File: src/rtl/core/hdc_pkg.sv
// shared types and constants of the haptic detent controller
package hdc_pkg;

  localparam int ANGLE_W     = 24;
  localparam int DRIVE_W     = 16;
  localparam int INDEX_W     = 32;
  localparam int CENTRE_W    = 26;
  localparam int ERR_W       = 28;
  localparam int MAG_W       = 27;
  localparam int GAIN_W      = 16;
  localparam int LIMIT_W     = 15;
  localparam int DCOUNT_W    = 4;
  localparam int DEAD_DEG_W  = 4;
  localparam int SPAN_W      = 16;
  localparam int DEAD_W      = 12;
  localparam int LOCK_W      = 8;
  localparam int PROD_W      = GAIN_W + MAG_W;
  localparam int SCALED_W    = 25;
  localparam int CFG_DATA_W  = 16;
  localparam int CFG_INDEX_W = 2;

  // detent count limits and register reset values
  localparam int DCOUNT_MIN     = 3;
  localparam int DCOUNT_MAX     = 12;
  localparam int DCOUNT_RESET   = 12;
  localparam int GAIN_RESET     = 3200;
  localparam int LIMIT_RESET    = 1100;
  localparam int DEAD_DEG_RESET = 2;

  // snap threshold is 13/20 of the detent width
  localparam int SNAP_NUM     = 13;
  localparam int SNAP_DEN     = 20;
  localparam int DEG_PER_TURN = 360;

  // gain is in thousandths; divide by 1000 as multiply by ceil(2^35/1000)
  localparam int                  DIV_BASE   = 1000;
  localparam int                  DIV_SHIFT  = 35;
  localparam int                  DIV_MULT_W = 26;
  localparam logic [DIV_MULT_W-1:0] DIV_MULT = 26'd34359739;

  typedef enum logic [CFG_INDEX_W-1:0] {
    CFG_DETENT_COUNT = 2'd0,
    CFG_GAIN         = 2'd1,
    CFG_DRIVE_LIMIT  = 2'd2,
    CFG_DEAD_ZONE    = 2'd3
  } cfg_index_t;

  // working configuration seen by the datapath
  typedef struct packed {
    logic [SPAN_W-1:0]   span;
    logic [SPAN_W-1:0]   snap;
    logic [DEAD_W-1:0]   dead;
    logic [GAIN_W-1:0]   gain;
    logic [LIMIT_W-1:0]  limit;
    logic [SCALED_W-1:0] limit_scaled;
  } cfg_t;

  typedef struct packed {
    logic               capture;
    logic [ANGLE_W-1:0] angle;
  } sample_t;

  typedef struct packed {
    logic               capture;
    logic               neg;
    logic [MAG_W-1:0]   mag;
    logic [INDEX_W-1:0] index;
  } track_t;

endpackage

File: src/rtl/core/hdc_cfg.sv
// configuration registers and detent geometry lookup
module hdc_cfg import hdc_pkg::*; #(
  parameter int UNITS_PER_TURN = 6283
) (
  input  logic                   clk,
  input  logic                   rst,
  input  logic                   we,
  input  logic [CFG_INDEX_W-1:0] index,
  input  logic [CFG_DATA_W-1:0]  data,
  output cfg_t                   cfg
);

  // detent width per detent count, out-of-range counts folded to the ends
  localparam logic [SPAN_W-1:0] SPAN_LUT [16] = '{
    SPAN_W'(UNITS_PER_TURN / 3),  SPAN_W'(UNITS_PER_TURN / 3),
    SPAN_W'(UNITS_PER_TURN / 3),  SPAN_W'(UNITS_PER_TURN / 3),
    SPAN_W'(UNITS_PER_TURN / 4),  SPAN_W'(UNITS_PER_TURN / 5),
    SPAN_W'(UNITS_PER_TURN / 6),  SPAN_W'(UNITS_PER_TURN / 7),
    SPAN_W'(UNITS_PER_TURN / 8),  SPAN_W'(UNITS_PER_TURN / 9),
    SPAN_W'(UNITS_PER_TURN / 10), SPAN_W'(UNITS_PER_TURN / 11),
    SPAN_W'(UNITS_PER_TURN / 12), SPAN_W'(UNITS_PER_TURN / 12),
    SPAN_W'(UNITS_PER_TURN / 12), SPAN_W'(UNITS_PER_TURN / 12)
  };

  localparam logic [SPAN_W-1:0] SNAP_LUT [16] = '{
    SPAN_W'((UNITS_PER_TURN / 3) * SNAP_NUM / SNAP_DEN),
    SPAN_W'((UNITS_PER_TURN / 3) * SNAP_NUM / SNAP_DEN),
    SPAN_W'((UNITS_PER_TURN / 3) * SNAP_NUM / SNAP_DEN),
    SPAN_W'((UNITS_PER_TURN / 3) * SNAP_NUM / SNAP_DEN),
    SPAN_W'((UNITS_PER_TURN / 4) * SNAP_NUM / SNAP_DEN),
    SPAN_W'((UNITS_PER_TURN / 5) * SNAP_NUM / SNAP_DEN),
    SPAN_W'((UNITS_PER_TURN / 6) * SNAP_NUM / SNAP_DEN),
    SPAN_W'((UNITS_PER_TURN / 7) * SNAP_NUM / SNAP_DEN),
    SPAN_W'((UNITS_PER_TURN / 8) * SNAP_NUM / SNAP_DEN),
    SPAN_W'((UNITS_PER_TURN / 9) * SNAP_NUM / SNAP_DEN),
    SPAN_W'((UNITS_PER_TURN / 10) * SNAP_NUM / SNAP_DEN),
    SPAN_W'((UNITS_PER_TURN / 11) * SNAP_NUM / SNAP_DEN),
    SPAN_W'((UNITS_PER_TURN / 12) * SNAP_NUM / SNAP_DEN),
    SPAN_W'((UNITS_PER_TURN / 12) * SNAP_NUM / SNAP_DEN),
    SPAN_W'((UNITS_PER_TURN / 12) * SNAP_NUM / SNAP_DEN),
    SPAN_W'((UNITS_PER_TURN / 12) * SNAP_NUM / SNAP_DEN)
  };

  localparam logic [DEAD_W-1:0] DEAD_LUT [16] = '{
    DEAD_W'((0 * UNITS_PER_TURN) / DEG_PER_TURN),
    DEAD_W'((1 * UNITS_PER_TURN) / DEG_PER_TURN),
    DEAD_W'((2 * UNITS_PER_TURN) / DEG_PER_TURN),
    DEAD_W'((3 * UNITS_PER_TURN) / DEG_PER_TURN),
    DEAD_W'((4 * UNITS_PER_TURN) / DEG_PER_TURN),
    DEAD_W'((5 * UNITS_PER_TURN) / DEG_PER_TURN),
    DEAD_W'((6 * UNITS_PER_TURN) / DEG_PER_TURN),
    DEAD_W'((7 * UNITS_PER_TURN) / DEG_PER_TURN),
    DEAD_W'((8 * UNITS_PER_TURN) / DEG_PER_TURN),
    DEAD_W'((9 * UNITS_PER_TURN) / DEG_PER_TURN),
    DEAD_W'((10 * UNITS_PER_TURN) / DEG_PER_TURN),
    DEAD_W'((11 * UNITS_PER_TURN) / DEG_PER_TURN),
    DEAD_W'((12 * UNITS_PER_TURN) / DEG_PER_TURN),
    DEAD_W'((13 * UNITS_PER_TURN) / DEG_PER_TURN),
    DEAD_W'((14 * UNITS_PER_TURN) / DEG_PER_TURN),
    DEAD_W'((15 * UNITS_PER_TURN) / DEG_PER_TURN)
  };

  logic [DCOUNT_W-1:0]   detent_count;
  logic [GAIN_W-1:0]     gain;
  logic [LIMIT_W-1:0]    drive_limit;
  logic [DEAD_DEG_W-1:0] dead_zone_deg;
  logic [SCALED_W-1:0]   limit_scaled;

  logic [DCOUNT_W-1:0] dcount_sat;
  logic [SCALED_W-1:0] limit_plus;

  always_comb begin
    dcount_sat = data[DCOUNT_W-1:0];
    if (data[DCOUNT_W-1:0] < DCOUNT_W'(DCOUNT_MIN)) begin
      dcount_sat = DCOUNT_W'(DCOUNT_MIN);
    end else if (data[DCOUNT_W-1:0] > DCOUNT_W'(DCOUNT_MAX)) begin
      dcount_sat = DCOUNT_W'(DCOUNT_MAX);
    end
    limit_plus = SCALED_W'(data[LIMIT_W-1:0]) + SCALED_W'(1);
  end

  always_ff @(posedge clk) begin
    if (rst) begin
      detent_count  <= DCOUNT_W'(DCOUNT_RESET);
      gain          <= GAIN_W'(GAIN_RESET);
      drive_limit   <= LIMIT_W'(LIMIT_RESET);
      dead_zone_deg <= DEAD_DEG_W'(DEAD_DEG_RESET);
      limit_scaled  <= SCALED_W'((LIMIT_RESET + 1) * DIV_BASE);
    end else if (we) begin
      unique case (cfg_index_t'(index))
        CFG_DETENT_COUNT: detent_count <= dcount_sat;
        CFG_GAIN:         gain <= data[GAIN_W-1:0];
        CFG_DRIVE_LIMIT: begin
          drive_limit  <= data[LIMIT_W-1:0];
          // first magnitude whose thousandths quotient passes the limit
          limit_scaled <= SCALED_W'(limit_plus * SCALED_W'(DIV_BASE));
        end
        CFG_DEAD_ZONE:    dead_zone_deg <= data[DEAD_DEG_W-1:0];
        default:          ;
      endcase
    end
  end

  always_comb begin
    cfg.span         = SPAN_LUT[detent_count];
    cfg.snap         = SNAP_LUT[detent_count];
    cfg.dead         = DEAD_LUT[dead_zone_deg];
    cfg.gain         = gain;
    cfg.limit        = drive_limit;
    cfg.limit_scaled = limit_scaled;
  end

endmodule

File: src/rtl/core/hdc_track.sv
// detent tracking stage: centre, index and lockout state, error and dead zone
module hdc_track import hdc_pkg::*; #(
  parameter int LOCKOUT_TICKS = 40
) (
  input  logic    clk,
  input  logic    rst,
  input  logic    in_valid,
  output logic    in_ready,
  input  sample_t in_item,
  input  cfg_t    cfg,
  output logic    out_valid,
  input  logic    out_ready,
  output track_t  out_item
);

  logic [CENTRE_W-1:0] centre_angle;
  logic [INDEX_W-1:0]  index_count;
  logic [LOCK_W-1:0]   lockout_ticks;

  logic [CENTRE_W-1:0] centre_angle_next;
  logic [INDEX_W-1:0]  index_count_next;
  logic [LOCK_W-1:0]   lockout_ticks_next;

  logic signed [ERR_W-1:0] angle_x, centre_x, span_x, snap_x, err, err_adj;
  logic                    snap_up, snap_dn, err_pos, fire;
  logic [MAG_W-1:0]        mag, mag_dz;

  assign in_ready = !out_valid || out_ready;
  assign fire     = in_valid && in_ready;

  always_comb begin
    angle_x  = {{(ERR_W - ANGLE_W){in_item.angle[ANGLE_W-1]}}, in_item.angle};
    centre_x = {{(ERR_W - CENTRE_W){centre_angle[CENTRE_W-1]}}, centre_angle};
    span_x   = ERR_W'(cfg.span);
    snap_x   = ERR_W'(cfg.snap);
    err      = angle_x - centre_x;
    snap_up  = (lockout_ticks == '0) && (err > snap_x);
    snap_dn  = (lockout_ticks == '0) && (err < -snap_x);

    centre_angle_next  = centre_angle;
    index_count_next   = index_count;
    lockout_ticks_next = lockout_ticks;
    err_adj            = err;
    priority if (in_item.capture) begin
      centre_angle_next  = {{(CENTRE_W - ANGLE_W){in_item.angle[ANGLE_W-1]}}, in_item.angle};
      index_count_next   = '0;
      lockout_ticks_next = '0;
    end else if (lockout_ticks != '0) begin
      lockout_ticks_next = lockout_ticks - LOCK_W'(1);
    end else if (snap_up) begin
      centre_angle_next  = centre_angle + CENTRE_W'(cfg.span);
      err_adj            = err - span_x;
      index_count_next   = index_count - INDEX_W'(1);
      lockout_ticks_next = LOCK_W'(LOCKOUT_TICKS);
    end else if (snap_dn) begin
      centre_angle_next  = centre_angle - CENTRE_W'(cfg.span);
      err_adj            = err + span_x;
      index_count_next   = index_count + INDEX_W'(1);
      lockout_ticks_next = LOCK_W'(LOCKOUT_TICKS);
    end else begin
      // error inside the snap window, state holds
    end

    // dead zone on the magnitude, drive opposes the error
    err_pos = !err_adj[ERR_W-1] && (err_adj != '0);
    mag     = err_adj[ERR_W-1] ? MAG_W'(-err_adj) : MAG_W'(err_adj);
    mag_dz  = (mag > MAG_W'(cfg.dead)) ? (mag - MAG_W'(cfg.dead)) : '0;
  end

  always_ff @(posedge clk) begin
    if (rst) begin
      centre_angle  <= '0;
      index_count   <= '0;
      lockout_ticks <= '0;
      out_valid     <= 1'b0;
    end else begin
      if (fire) begin
        centre_angle  <= centre_angle_next;
        index_count   <= index_count_next;
        lockout_ticks <= lockout_ticks_next;
      end
      if (in_ready) begin
        out_valid <= in_valid;
      end
    end
  end

  always_ff @(posedge clk) begin
    if (fire) begin
      out_item.capture <= in_item.capture;
      out_item.neg     <= err_pos;
      out_item.mag     <= mag_dz;
      out_item.index   <= index_count_next;
    end
  end

  a_lockout_bound: assert property (@(posedge clk) disable iff (rst)
    lockout_ticks <= LOCK_W'(LOCKOUT_TICKS))
    else $error("lockout counter above its restart value");

  a_snap_moves_index: assert property (@(posedge clk) disable iff (rst)
    (fire && !in_item.capture && lockout_ticks == '0 && lockout_ticks_next != '0) |=>
    (index_count == $past(index_count) + INDEX_W'(1) ||
     index_count == $past(index_count) - INDEX_W'(1)))
    else $error("snap without a one-step index move");

  a_capture_clears: assert property (@(posedge clk) disable iff (rst)
    (fire && in_item.capture) |=> (index_count == '0 && lockout_ticks == '0))
    else $error("capture left index or lockout set");

endmodule

File: src/rtl/core/hdc_drive.sv
// drive path: gain product, thousandths divide with clamp, two-sample average
module hdc_drive import hdc_pkg::*; (
  input  logic               clk,
  input  logic               rst,
  input  logic               in_valid,
  output logic               in_ready,
  input  track_t             in_item,
  input  cfg_t               cfg,
  output logic               out_valid,
  input  logic               out_ready,
  output logic [DRIVE_W-1:0] drive,
  output logic [INDEX_W-1:0] detent_index
);

  localparam int RECIP_W = SCALED_W + DIV_MULT_W;

  // product stage
  logic               c_valid, c_capture, c_neg;
  logic [PROD_W-1:0]  c_prod;
  logic [INDEX_W-1:0] c_index;
  // quotient stage
  logic               d_valid, d_capture, d_neg;
  logic [LIMIT_W-1:0] d_q;
  logic [INDEX_W-1:0] d_index;

  logic                      adv_c, adv_d, adv_e;
  logic                      sat;
  logic [RECIP_W-1:0]        recip;
  logic [LIMIT_W-1:0]        q;
  logic signed [DRIVE_W-1:0] uq;
  logic signed [DRIVE_W:0]   sum, sum_rnd;

  assign adv_e    = !out_valid || out_ready;
  assign adv_d    = !d_valid || adv_e;
  assign adv_c    = !c_valid || adv_d;
  assign in_ready = adv_c;

  always_comb begin
    // below limit_scaled the magnitude fits the reciprocal multiplier
    sat   = c_prod >= PROD_W'(cfg.limit_scaled);
    recip = RECIP_W'(c_prod[SCALED_W-1:0]) * RECIP_W'(DIV_MULT);
    q     = sat ? cfg.limit : recip[DIV_SHIFT +: LIMIT_W];

    uq      = d_neg ? -$signed(DRIVE_W'(d_q)) : $signed(DRIVE_W'(d_q));
    sum     = $signed({drive[DRIVE_W-1], drive}) + $signed({uq[DRIVE_W-1], uq});
    // halve toward zero
    sum_rnd = sum + $signed((DRIVE_W + 1)'(sum[DRIVE_W]));
  end

  always_ff @(posedge clk) begin
    if (rst) begin
      c_valid   <= 1'b0;
      d_valid   <= 1'b0;
      out_valid <= 1'b0;
      drive     <= '0;
    end else begin
      if (adv_c) c_valid <= in_valid;
      if (adv_d) d_valid <= c_valid;
      if (adv_e) out_valid <= d_valid;
      // drive register doubles as the previous sample of the average
      if (adv_e && d_valid) begin
        drive <= d_capture ? '0 : sum_rnd[DRIVE_W:1];
      end
    end
  end

  always_ff @(posedge clk) begin
    if (adv_c && in_valid) begin
      c_capture <= in_item.capture;
      c_neg     <= in_item.neg;
      c_prod    <= PROD_W'(in_item.mag) * PROD_W'(cfg.gain);
      c_index   <= in_item.index;
    end
    if (adv_d && c_valid) begin
      d_capture <= c_capture;
      d_neg     <= c_neg;
      d_q       <= q;
      d_index   <= c_index;
    end
    if (adv_e && d_valid) begin
      detent_index <= d_index;
    end
  end

  a_quotient_clamped: assert property (@(posedge clk) disable iff (rst)
    d_valid |-> (d_q <= cfg.limit))
    else $error("clamped quotient above drive limit");

  a_capture_zero: assert property (@(posedge clk) disable iff (rst)
    (adv_e && d_valid && d_capture) |=> (drive == '0))
    else $error("capture did not clear the drive");

endmodule

File: src/rtl/core/haptic_detent_controller_top.sv
// top level of the haptic detent controller
// Haptic detent controller. Each slave-side transaction carries a rotor angle
// in milliradians (tdata) and an opcode (tuser): opcode 1 captures the detent
// centre at that angle and returns zero drive and index zero, opcode 0 runs one
// control tick and returns the averaged torque drive and the signed detent
// index on the master side. The block sustains one transaction per clock
// while the master side does not stall; the path from the accepting edge,
// which loads the input register, to the result on the master side runs
// through the tracking stage, gain product, thousandths divide and clamp,
// and output register. The rate is set by the centre/index/lockout update
// in the tracking stage and by the drive average fed back from the output
// register, each of which closes through a single register. Stalls on the
// master side fill the internal stages first, so new transactions keep
// being taken while a result waits. Configuration writes take effect on
// the next cycle and are meant to be issued only while the block is idle;
// detent count writes saturate to 3..12. No clearing pass follows reset.
module haptic_detent_controller_top import hdc_pkg::*; #(
  parameter int LOCKOUT_TICKS  = 40,
  parameter int UNITS_PER_TURN = 6283
) (
  input  logic                   clk,
  input  logic                   rst,
  // configuration write port
  input  logic                   cfg_we,
  input  logic [CFG_INDEX_W-1:0] cfg_index,
  input  logic [CFG_DATA_W-1:0]  cfg_data,
  // slave side
  input  logic                   s_axis_tvalid,
  output logic                   s_axis_tready,
  input  logic [ANGLE_W-1:0]     s_axis_tdata,   // angle
  input  logic [0:0]             s_axis_tuser,   // opcode
  // master side
  output logic                   m_axis_tvalid,
  input  logic                   m_axis_tready,
  output logic [DRIVE_W+INDEX_W-1:0] m_axis_tdata // drive, detent_index
);

  cfg_t    cfg;
  sample_t in_item;
  logic    in_valid;
  track_t  trk_item;
  logic    trk_ready, trk_valid, drv_ready;

  logic [DRIVE_W-1:0] drive;
  logic [INDEX_W-1:0] detent_index;

  hdc_cfg #(
    .UNITS_PER_TURN(UNITS_PER_TURN)
  ) u_cfg (
    .clk  (clk),
    .rst  (rst),
    .we   (cfg_we),
    .index(cfg_index),
    .data (cfg_data),
    .cfg  (cfg)
  );

  // input register, refilled in the same cycle it drains
  assign s_axis_tready = !in_valid || trk_ready;

  always_ff @(posedge clk) begin
    if (rst) begin
      in_valid <= 1'b0;
    end else if (s_axis_tready) begin
      in_valid <= s_axis_tvalid;
    end
  end

  always_ff @(posedge clk) begin
    if (s_axis_tvalid && s_axis_tready) begin
      in_item.capture <= s_axis_tuser[0];
      in_item.angle   <= s_axis_tdata;
    end
  end

  hdc_track #(
    .LOCKOUT_TICKS(LOCKOUT_TICKS)
  ) u_track (
    .clk      (clk),
    .rst      (rst),
    .in_valid (in_valid),
    .in_ready (trk_ready),
    .in_item  (in_item),
    .cfg      (cfg),
    .out_valid(trk_valid),
    .out_ready(drv_ready),
    .out_item (trk_item)
  );

  hdc_drive u_drive (
    .clk         (clk),
    .rst         (rst),
    .in_valid    (trk_valid),
    .in_ready    (drv_ready),
    .in_item     (trk_item),
    .cfg         (cfg),
    .out_valid   (m_axis_tvalid),
    .out_ready   (m_axis_tready),
    .drive       (drive),
    .detent_index(detent_index)
  );

  assign m_axis_tdata = {detent_index, drive};

endmodule

File: config.mk
export PLATFORM = sky130hd
export DESIGN_NAME = haptic_detent_controller_top
export DESIGN_NICKNAME = d
export VERILOG_FILES = /design/src/rtl/core/hdc_pkg.sv /design/src/rtl/core/hdc_cfg.sv /design/src/rtl/core/hdc_track.sv /design/src/rtl/core/hdc_drive.sv /design/src/rtl/core/haptic_detent_controller_top.sv
export SDC_FILE = /design/constraint.sdc
export NUM_CORES = 2
export LEC_CHECK = 0
export BUFFER_PORTS_ARGS = -buffer_cell sky130_fd_sc_hd__buf_2
export CAP_MARGIN = 20
export CORE_MARGIN = 3
export CORE_UTILIZATION = 55
export CTS_CLUSTER_SIZE = 30
export DETAILED_ROUTE_END_ITERATION = 10
export GPL_TIMING_DRIVEN = 1
export HOLD_SLACK_MARGIN = 0.12
export PLACE_DENSITY_LB_ADDON = 0.08
export SLEW_MARGIN = 20
export SYNTH_ARGS = -nofsm -noshare
export SYNTH_HDL_FRONTEND = slang
export SYNTH_HIERARCHICAL = 1
export SYNTH_SLANG_ARGS = --single-unit
File: constraint.sdc
create_clock -name clk -period 16.6 [get_ports clk]
set_clock_uncertainty 0.05 [all_clocks]
set_input_delay 4.98 -clock clk [delete_from_list [all_inputs] [get_ports clk]]
set_output_delay 4.98 -clock clk [all_outputs]
set_load 0.01 [all_outputs]
Word-level counts from Yosys, hierarchy flattened
Memory sizes are Yosys's and may differ from the RTL's. Cells that the tools add are included.

$add $sub $neg: 15. $mul: 3. Magnitude comparators: 8. Equality and inequality tests: 4. Muxes and demuxes: 28. Bitwise logic cells: 2. Reductions and logical operators: 31.

Operators with widths (count): 32-bit 2-to-1 mux (4); 28-bit 2-to-1 mux (4); 26-bit 2-to-1 mux (4); 16-bit 2-to-1 mux (6); 25-bit by 26-bit multiplier with 50-bit output (second input constant) (1); 43-bit by 25-bit greater-or-equal comparator with 1-bit output (1); 27-bit by 16-bit multiplier with 43-bit output (1); 32-bit by 1-bit adder with 32-bit output (second input constant) (1); 8-bit 2-to-1 mux (4); 32-bit by 1-bit subtractor with 32-bit output (second input constant) (1); 28-bit by 17-bit adder with 28-bit output (1); 28-bit by 17-bit > comparator with 1-bit output (1); 28-bit < comparator (1); 16-bit negation with 28-bit output (1); 28-bit nonzero test (1); 28-bit by 17-bit subtractor with 28-bit output (1); 27-bit by 12-bit > comparator with 1-bit output (1); 27-bit 2-to-1 mux (1); 27-bit negation (1); 24-bit by 26-bit subtractor with 27-bit output (1); 27-bit by 12-bit subtractor with 27-bit output (1); 26-bit by 16-bit adder with 26-bit output (1); 26-bit by 16-bit subtractor with 26-bit output (1); 25-bit by 7-bit multiplier with 22-bit output (second input constant) (1); 25 further kinds (50).

Flip-flop bits (word level): 392. Memory bits (read-only): 704. Input bits: 48. Word-level logic and storage cells: 123. Memories: 3.

Memory list: (name not given) (words 16, bits a word 16, read ports 1, clocked after memory_dff 0, wr ports 0, line hdc_cfg.sv:105) `cfg.span = SPAN_LUT[detent_count];`; (name not given) (words 16, bits a word 16, read ports 1, clocked after memory_dff 0, wr ports 0, line hdc_cfg.sv:106) `cfg.snap = SNAP_LUT[detent_count];`; (name not given) (words 16, bits a word 12, read ports 1, clocked after memory_dff 0, wr ports 0, line hdc_cfg.sv:107) `cfg.dead = DEAD_LUT[dead_zone_deg];`.

Logic depth before layout (Yosys ltp)
Depth after elaboration: 14. Gate-level depth with buffers: 47.

Modules after synthesis
The synthesis kept the hierarchy.

Modules (own cells, without submodules): hdc_drive (times used 1, cells an instance 3106, area each 30686.9 um^2); hdc_track (times used 1, cells an instance 1882, area each 14463.9 um^2); hdc_cfg (times used 1, cells an instance 704, area each 5753.0 um^2); haptic_detent_controller_top (times used 1, cells an instance 30, area each 805.8 um^2).

Worst setup path after synthesis
OpenSTA, ideal clock, no wires.

Path type: in2out. Start: input port m_axis_tready. End: output port s_axis_tready. Arrival time: 5658 ps. Slack: 5912 ps. Stages on the path: 4. Path buffers: 0. Cells stage by stage: nor2b_1 nand3_1 nand2b_1 nand2b_4.

Cells in the longest elaborated chain, start to end: 5.

RTL lines: from (decl) (line haptic_detent_controller_top.sv:34) `input logic m_axis_tready,`; 1-bit logical OR (line hdc_drive.sv:33) `assign adv_e = !out_valid || out_ready;`; 1-bit logical OR (line hdc_drive.sv:34) `assign adv_d = !d_valid || adv_e;`; 1-bit logical OR (line hdc_drive.sv:35) `assign adv_c = !c_valid || adv_d;`; via drv_ready (line haptic_detent_controller_top.sv:42) `logic trk_ready, trk_valid, drv_ready;`; 1-bit logical OR (line hdc_track.sv:28) `assign in_ready = !out_valid || out_ready;`; via trk_ready (line haptic_detent_controller_top.sv:42); 1-bit logical OR (line haptic_detent_controller_top.sv:59) `assign s_axis_tready = !in_valid || trk_ready;`; to (decl) (line haptic_detent_controller_top.sv:29) `output logic s_axis_tready,`.

The timed path passes the listed nets, and every way through them passes these cells.

Final worst setup path
Same ends and word-level chain as after synthesis.

==> metrics.yaml <==
timing:
  tns_ns: 0
  maxSlewViolCount: 0
  timing.final.crit_share_pct: 68.0
  hold_viol_final: 0
  setup_viol: 0
  period_minus_slack_ns: 11.30
  grt_setup_unrepaired: "false"
  tightest_slew_ns: 1.13
  slew_headroom_pct: 24.8
  fmax_ghz: 0.0885
clock_network:
  postCtsHoldBufs: 0
  path_clk_slew_ns: 0.06
  htree_levels: 2
  cts_resized: 0
  clk_latency_ns: 0.62
  cts_buffer_depth: 3
  post_cts_buffers: 0
  clock-sinks: 392
  cts_buffers: 46
  clock-root-buffer: "clkbuf_16"
  cts_tree: "yes"
finish:
  nFillCells: 8431
  nets: 6988
  seq_area_um2: 10300
  drive_above_1_share_pct: 5.41
  multiInputGateArea_um2: 36800
  area_growth_pct: 6.27
run_status:
  status: "complete, no violations"
synth:
  yosysTopAreaCell: "fa_1"
  synth_cells: 5722
  synth_area_leaders: "fa_1 (23%), ha_1 (15%), edfxtp_1 (14%), inv_1 (7.4%), dfxtp_1 (5.7%)"
  synth_top_area_share_pct: 23.4
  yosys_warnings: 6
  synth-edff-count: 244
  dominantRegCellSynth: "edfxtp_1"
  ys_types: 125
  syn_area_um2: 51700
  synth_seq_cells: 392
  synth_seq_area_share_pct: 19.9
  syn_avg_cell_area_um2: 9.04
  synthArstFlopShare_pct: 0
route:
  avgRoutedWirePerCell_um: 19.0
  routed_wl_mm: 133
  drt_iter0_markers: 2910
  dr.pass1.iters: 6
  routed_via_density: 5.65
  vias: 39600
  drc: 0
  ant_nets: 0
hold_path:
  hp-class: "register to register"
  hold_end: "u_drive/d_index[4]$_DFFE_PP_"
  holdPathStages: 0
  min_from: "u_drive/c_index[4]$_DFFE_PP_"
flow_run:
  maxCapViolations: 0
critical_path:
  crit_arrival_ns: 6.27
  rrSetupSlack_ns: 5.73
  crit_required_ns: 11.57
  worstSetupStartpointType: "input pin"
  end_kind: "output pin"
  critPathMaxFanout: 6
  r2r_start: "u_cfg/detent_count[0]$_SDFFE_PP0P_"
  critical_path_class: "input pin to output pin"
  worstRegToRegCells: 43
  rr_endpoint: "u_track/out_item[42]$_SDFFCE_PP0P_"
global_route:
  grtUsageMet3_pct: 3.97
  grt_pass1_vias: 40800
  antenna_found_initial: 10
  grt_overflow_total: 0
  grt_most_used_layer: "met2"
  grt_use_met1_pct: 38.4
  grt_max_degree: 82
  grt_pass1_wl_mm: 218
  use_met2_pct: 46.1
  grt_usage_pct: 27.8
floorplan:
  coreArea_um2: 92500
  ios: 98
  die_h_um: 313
  die_x_um: 313
  die_area_um2: 97700
  num_rows: 111
  initial_core_util_pct: 55.9
place:
  place_congestion: 0.934
  io_buffers: 97
  dpl.hpwl_mm: 104
==> worst max-delay path, stage by stage <==
cell and delay (ns):
buf_2 0.09, nor2b_1 0.48, nand3_1 0.18, nand2b_1 0.22
nand2b_4 0.17, buf_2 0.14
==> cell families (layout without fill, tap and decap cells) <==
| kind of cell | after synthesis | in the layout | synth area share [%] |
|---|---|---|---|
| flops | 392 | 392 | 19.9 |
| other cells | 1 | 20 | 0.00725 |
| buf+inv | 1227 | 1254 | 9.11 |
| simple gates | 1660 | 1660 | 15.4 |
| fa+ha+maj | 1215 | 1215 | 38.2 |
| compound gates | 909 | 909 | 11.9 |
| xor+xnor | 294 | 294 | 5.01 |
| mux | 24 | 24 | 0.511 |
==> Yosys cell counts, drive strengths merged (56+ instances only) <==
library cell,number
edfxtp,244
nor3,81
nand3,111
ha,610
a21oi,275
o21ai,156
fa,605
inv,1025
dfxtp,148
clkbuf,152
a211oi,56
a21o,95
xnor2,211
and2,161
xor2,83
nor2,282
nand2,683
==> how the worst max path moves through the flow <==
stage / from / end / slack, ns / cells past startpoint
after global routing: u_cfg/detent_count[0]$_SDFFE_PP0P_ / u_track/out_item[56]$_SDFFCE_PP0P_ / 4.89 / 43
after CTS: m_axis_tready / s_axis_tready / 5.31 / 6
after global placement: m_axis_tready / s_axis_tready / 5.36 / 6
after detailed placement: m_axis_tready / s_axis_tready / 5.35 / 6
after floorplan: m_axis_tready / s_axis_tready / 5.91 / 4
final: m_axis_tready / s_axis_tready / 5.30 / 6
==> area by class of cell <==
class | count | area share, %
Multi-Input combinational cell | 4117 | 67.0
Sequential cell | 392 | 18.7
Inverter | 1028 | 7.02
Tap cell | 1243 | 2.83
Clock buffer | 66 | 2.44
Timing Repair Buffer | 140 | 1.48
Clock inverter | 20 | 0.464
Antenna cell | 5 | 0.0228
==> layout by cell type (no fill, tap or decap), types with 40 or more instances in the layout <==
cell type and instances:
a211oi_1 50, a21o_1 94, a21oi_1 269, and2_1 159, and3_1 47, buf_2 96
buf_4 43, clkbuf_16 48, dfxtp_1 148, edfxtp_1 244, fa_1 605, ha_1 610
inv_1 1024, nand2_1 683, nand2b_1 41, nand3_1 108, nand4_1 47, nor2_1 279
nor3_1 78, o21ai_0 148, or3_1 40, xnor2_1 209, xor2_1 83
==> flip-flops by register name, indices dropped and copies added (netlist names), 16 cells and up <==
name / cells
u_track/out_item: 61
u_drive/c_prod: 43
u_drive/c_index: 32
u_drive/d_index: 32
u_drive/detent_index: 32
u_track/index_count: 32
u_track/centre_angle: 26
in_item: 25
u_cfg/limit_scaled: 22
u_cfg/gain: 16
u_drive/drive: 16
==> stage by stage <==
stage	hold slack [ns]	instances	worst slack, ns	instance area [um^2]	util, %
after floorplan	0.350	5736	5.91	51800	-
after global placement	0.350	6919	5.36	53300	57.7
after detailed placement	0.355	6919	5.35	53300	57.7
after CTS	0.364	7005	5.31	54900	59.4
after global routing	0.371	7006	4.89	54900	59.4
final	0.362	7011	5.30	55000	59.4
==> routing by layer <==
layer / wire length (um) / vias to the layer above
li1: - / 18800
met1: 59300 / 19500
met2: 62300 / 1048
met3: 8360 / 205
met4: 3360 / 2
met5: 13 / -
Power is left out: the tool's default activity adds up to more than one toggle a clock period on the data nets, which glitch-free logic cannot reach.
